**src/hdl/shp_pkg.sv**
```systemverilog
// Shared types and constants of the sampling profile histogram.
package shp_pkg;

  localparam int BUCKETS_DEFAULT = 1024;
  localparam int SHIFT_MAX       = 31;

  typedef enum logic [1:0] {
    KIND_TICK  = 2'd0,
    KIND_CLEAR = 2'd1,
    KIND_READ  = 2'd2,
    KIND_NOP   = 2'd3
  } kind_t;

  typedef enum logic [2:0] {
    ST_SWEEP = 3'b001,
    ST_IDLE  = 3'b010,
    ST_EXEC  = 3'b100
  } state_t;

  typedef struct packed {
    kind_t              kind;
    logic               code_saved;
    logic               lib_space;
    logic signed [31:0] run_line;
    logic [30:0]        top_line;
    logic [9:0]         bucket_index;
  } item_t;

  typedef struct packed {
    logic [31:0] hit_count;
    logic [31:0] other_total;
    logic [31:0] library_total;
    logic [4:0]  shift_now;
    logic        out_of_range;
  } result_t;

endpackage

```
**src/hdl/shp_shift.sv**
```systemverilog
// Bucket shift search: smallest s with (BUCKETS << s) >= last line, capped at 31.
module shp_shift #(
  parameter int BUCKETS = shp_pkg::BUCKETS_DEFAULT
) (
  input  logic        clk,
  input  logic        rst,
  input  logic        start,
  input  logic [30:0] top_line,
  output logic        searching,
  output logic [4:0]  shift
);

  localparam int SW = $clog2(BUCKETS + 1) + shp_pkg::SHIFT_MAX + 1;

  logic [SW-1:0] span;
  logic [30:0]   last_r;
  logic          found;

  // 2^s >= ceil(last / BUCKETS) exactly when BUCKETS * 2^s >= last
  assign found = (span >= SW'(last_r)) || (shift == 5'(shp_pkg::SHIFT_MAX));

  always_ff @(posedge clk) begin
    if (rst) begin
      searching <= 1'b0;
    end else if (start) begin
      searching <= 1'b1;
    end else if (searching && found) begin
      searching <= 1'b0;
    end
  end

  always_ff @(posedge clk) begin
    if (start) begin
      span   <= SW'(BUCKETS);
      shift  <= '0;
      last_r <= top_line;
    end else if (searching && !found) begin
      span  <= span << 1;
      shift <= shift + 5'd1;
    end
  end

endmodule

```
**config.mk**
```make
export PLATFORM = sky130hd
export DESIGN_NAME = shp_shift
export DESIGN_NICKNAME = d
export VERILOG_FILES = /design/src/hdl/shp_pkg.sv /design/src/hdl/shp_shift.sv
export SDC_FILE = /design/constraint.sdc
export NUM_CORES = 1
export LEC_CHECK = 0
export ABC_CLOCK_PERIOD_IN_PS = 6950
export BUFFER_PORTS_ARGS = -buffer_cell sky130_fd_sc_hd__buf_2
export CORE_MARGIN = 10
export CORE_UTILIZATION = 35
export CTS_CLUSTER_SIZE = 40
export DETAILED_ROUTE_END_ITERATION = 12
export GPL_ROUTABILITY_DRIVEN = 0
export GPL_TIMING_DRIVEN = 0
export PLACE_DENSITY = 0.58
export SYNTH_ARGS = -nofsm -noshare
export SYNTH_HDL_FRONTEND = slang
export SYNTH_SLANG_ARGS = --single-unit
```
**constraint.sdc**
```tcl
create_clock -name clk -period 6.95 [get_ports clk]
set_input_delay 1.39 -clock clk [delete_from_list [all_inputs] [get_ports clk]]
set_output_delay 1.39 -clock clk [all_outputs]
set_load 0.01 [all_outputs]
```
* Yosys cells after proc, flatten, opt, wreduce, memory -nomap -nowiden
Index checks and enable logic that the tools add are counted.
** Word-level totals
- Register bits :: 70
- Input port bits :: 34
- Output and inout port bits :: 6
- Logic and storage cells :: 14
** Operators by class
- Add/subtract/negate cells :: 1
- $lt $le $gt $ge :: 1
- Equality and inequality tests :: 1
- Muxes and demuxes :: 2
- Reductions and logical operators :: 5
** Operators by type and width (count)
- >= comparator 43 x 31 -> 1 bit :: 1
- adder 5 x 1 -> 5 bit, second input constant :: 1
- == test 5 bit, second input constant :: 1
- logical AND 1 bit :: 2
- two-way mux 1 bit :: 2
- nonzero test 2 bit :: 1
- logical NOT 1 bit :: 1
- logical OR 1 bit :: 1

* Logic depth before layout (Yosys ltp)
- Depth after elaboration :: 5
- Gate-level depth with buffers :: 9
- Depth with buffers taken out :: 8

* Least setup slack after synthesis
No wires, ideal clock.
- Path type :: input-to-reg
- Start point :: input port start
- End point :: register span[17]
- Setup time :: 0.072 ns
- Arrival :: 2.385 ns
- Slack :: 4.493 ns
- Stages on the path :: 6
- Cell sequence :: clkbuf_1 -> inv_1 -> clkbuf_1 -> clkbuf_1 -> nand2_1 -> mux2i_1
** RTL lines
- from (decl) :: RTL line shp_shift.sv:7 : input logic start,
- to (signal assigned) :: RTL line shp_shift.sv:34 : span <= SW'(BUCKETS);
- to (signal assigned) :: RTL line shp_shift.sv:38 : span <= span << 1;
- to (decl) :: RTL line shp_shift.sv:15 : logic [SW-1:0] span;

==> flow_metrics.env <==
export IMPL_run_status="finished, final reports clean"
export IMPL_grt_overflow_total=0
export IMPL_antenna_found_initial=0
export IMPL_drt_total_wl_um=5507
export IMPL_max_stage_delay_ns=0.55
export IMPL_cts_buffers=9
export IMPL_power_density_nw_per_um2=236.4
export IMPL_r2r_cells=9
export IMPL_tns_ns=0
export IMPL_crit_family="buffers and inverters"
export IMPL_ys_flop_type="dfxtp_1"
export IMPL_whs_path_depth=2
export IMPL_cts_sinks=70
export IMPL_first_pass_iters=4
export IMPL_syn2layout_area_growth_pct=16.87
export IMPL_synth_cell_type_count=42
export IMPL_synth_area_leaders="edfxtp_1, dfxtp_1, ha_1, mux2i_1, nand2_1"
export IMPL_setup_slack_ns=3.980
export IMPL_rsz0062_at_grt="false"
export IMPL_remaining_drc_errors=0
export IMPL_syn_area_um2=3018
export IMPL_cp_arrival_ns=3.20
export IMPL_insertedDiodeCount=0
export IMPL_finalCritPeriodShare_pct=42.74
export IMPL_ff2ff_setup_slack_ns=4.29
export IMPL_yosys_area_top_type_share_pct=30.85
export IMPL_fin_nets=355
export IMPL_max_cap_viol_count=0
export IMPL_cts_setup_buffers=0
export IMPL_critPathKind="in -> reg"
export IMPL_boundaryPins=40
export IMPL_min_path_type="reg -> reg"
export IMPL_avgSynthCellArea_um2=12.17
export IMPL_ir_drop_uv=145.3
export IMPL_timing_final_hold_violations=0
export IMPL_crit_chain="buf_2 -> clkbuf_1 -> inv_1 -> clkbuf_1 -> clkbuf_1 -> nand2_1 -> mux2i_1"
export IMPL_tightest_slew_ns=0.7081
export IMPL_grt_max_degree=33
export IMPL_final_antenna_net_count=0
export IMPL_core_um2=8299
export IMPL_async_reset_ff_share_pct=0
export IMPL_yosys_area_top_type="edfxtp_1"
export IMPL_cp_start_kind="primary input"
export IMPL_place_ws_ns=3.549
export IMPL_dpl_hpwl_um=4218
export IMPL_start_util_pct=36.36
export IMPL_syn_num_nets=305
export IMPL_skew_ns=0.01210
export IMPL_synth_edff_count=31
export IMPL_layout_drive_gt1_share_pct=20.13
export IMPL_clockBufferDepth=2
export IMPL_hp_start="shift[4]"
export IMPL_dieWidth_um=112.9
export IMPL_finalSetupViolCount=0
export IMPL_cts_resized=0
export IMPL_yosys_warnings=0
export IMPL_max_slew_margin_pct=52.79
export IMPL_portBuffers=39
export IMPL_critical_path_endpoint_type="flop"
export IMPL_die_h_um=112.9
export IMPL_r2r_start="shift[0]"
export IMPL_grtUsageTotal_pct=9.128
export IMPL_p_leak_nw=1.641
export IMPL_critical_path_most_common_cell="clkbuf_1"
export IMPL_drtIter0Drc=67
export IMPL_min_to="shift[4]"
export IMPL_fmax_mhz=336.6
export IMPL_period_needed_ns=2.970
export IMPL_grt_pass1_vias=2113
export IMPL_dieArea_um2=12740
export IMPL_cpMaxStageDelayCell="buf_2"
export IMPL_cts_root_buf="clkbuf_8"
export IMPL_viasPerCell=4.801
export IMPL_wl_per_cell_um=13.50
export IMPL_hold_buffers=0
export IMPL_slew_viol_final=0
export IMPL_ys_seq_area_share_pct=56.72
export IMPL_clkSlewWorstSetupHoldPaths_ns=0.07
export IMPL_cts_tree="built"
export IMPL_worst_skew_pair_late_latency_ns=0.35
export IMPL_fill_cells=796
export IMPL_ys_ff_latch=70
export IMPL_rr_endpoint="span[30]"
export IMPL_placementRows=33
export IMPL_required_ns=7.18
export IMPL_crit_buf_inv=5
export IMPL_worstPathMaxFanout=32
export IMPL_htreeDepth=3
export IMPL_grt_pass1_wl_um=9473
export IMPL_vias=1959
export IMPL_netlist_instances=248
per-layer routing:
metal	up-vias	global-route usage (%)	wire length (um)
met1	907	10.03	2524
met2	36	14.94	2615
met4	0	5.838	149
li1	1002	-	-
met3	14	2.905	217
met5	-	0	0
per-stage QoR:
stage / hold slack [ns] / total power [mW] / util [%] / cells / area [um^2]
final: 0.4798 / 0.8339 / 42.50 / 408 / 3527
after global routing: 0.4928 / 0.8742 / 42.50 / 408 / 3527
after CTS: 0.4813 / 0.8436 / 42.50 / 408 / 3527
after detailed placement: 0.4648 / 0.5411 / 40.30 / 392 / 3344
after global placement: 0.4674 / 0.5395 / 40.30 / 392 / 3344
after floorplan: 0.4529 / 0.5128 / - / 248 / 3018
report_power, final:
group | total [mW] | internal (mW) | switching, mW
Sequential | 0.458 | 0.450 | 0.00735
Clock | 0.304 | 0.161 | 0.143
Combinational | 0.0723 | 0.0313 | 0.0409
synthesized netlist by cell type (all sizes together) (4+ instances only):
cell,count
edfxtp,31
mux2i,22
ha,23
dfxtp,39
nor4,4
nor2,4
a21oi,7
inv,23
and3,13
nand2,33
a21o,5
clkbuf,5
sequential cells by signal, indices dropped and copies added, names as in the netlist:
register and cells:
span 33, shift 5, searching 1, last_r 31
cell families (layout without fill, tap and decap cells):
logic type | after synthesis | in the layout | synth area share, %
and+or+nand+nor | 69 | 69 | 13.18
AOI/OAI and AO/OA | 32 | 32 | 8.416
adders and majority gates | 23 | 23 | 9.536
buffers and inverters | 31 | 86 | 4.478
DFF | 70 | 70 | 56.72
muxes | 23 | 23 | 7.670
worst max-delay path by stage:
stage	start	cells after the start	endpoint
final	start	7	span[28]
after global routing	start	7	span[28]
after CTS	start	7	span[27]
after detailed placement	start	7	span[30]
after global placement	start	7	span[28]
after floorplan	start	6	span[17]
worst reg2reg max path: cells and delay by family (launching register included):
family | cells | cell delay, ns
compound gates | 2 | 0.69
simple gates | 3 | 0.67
buf+inv | 1 | 0.25
flops | 1 | 0.34
mux | 1 | 0.21
fa+ha+maj | 2 | 0.42
area by class of cell:
cell class                 count  area, um^2  share of cell area [%]
buffer                         8       48.80                   1.383
clock buffer                  15       177.7                   5.037
clock inverter                 1       5.005                  0.1419
inverter                      23       86.33                   2.448
multi-input combinational    147        1171                   33.20
sequential                    70        1712                   48.53
tap                          105       131.4                   3.725
timing repair buffer          39       195.2                   5.534
placed cells by master, fill, tap and decap left out, types with 7 or more instances in the layout:
master    count
a21oi_1       7
and3_1       13
buf_2        39
dfxtp_1      39
ha_1         23
edfxtp_1     31
inv_1        23
mux2i_1      22
clkbuf_1      9
nand2_1      33
clkbuf_8     10
Power figures use the tool's default switching activity.
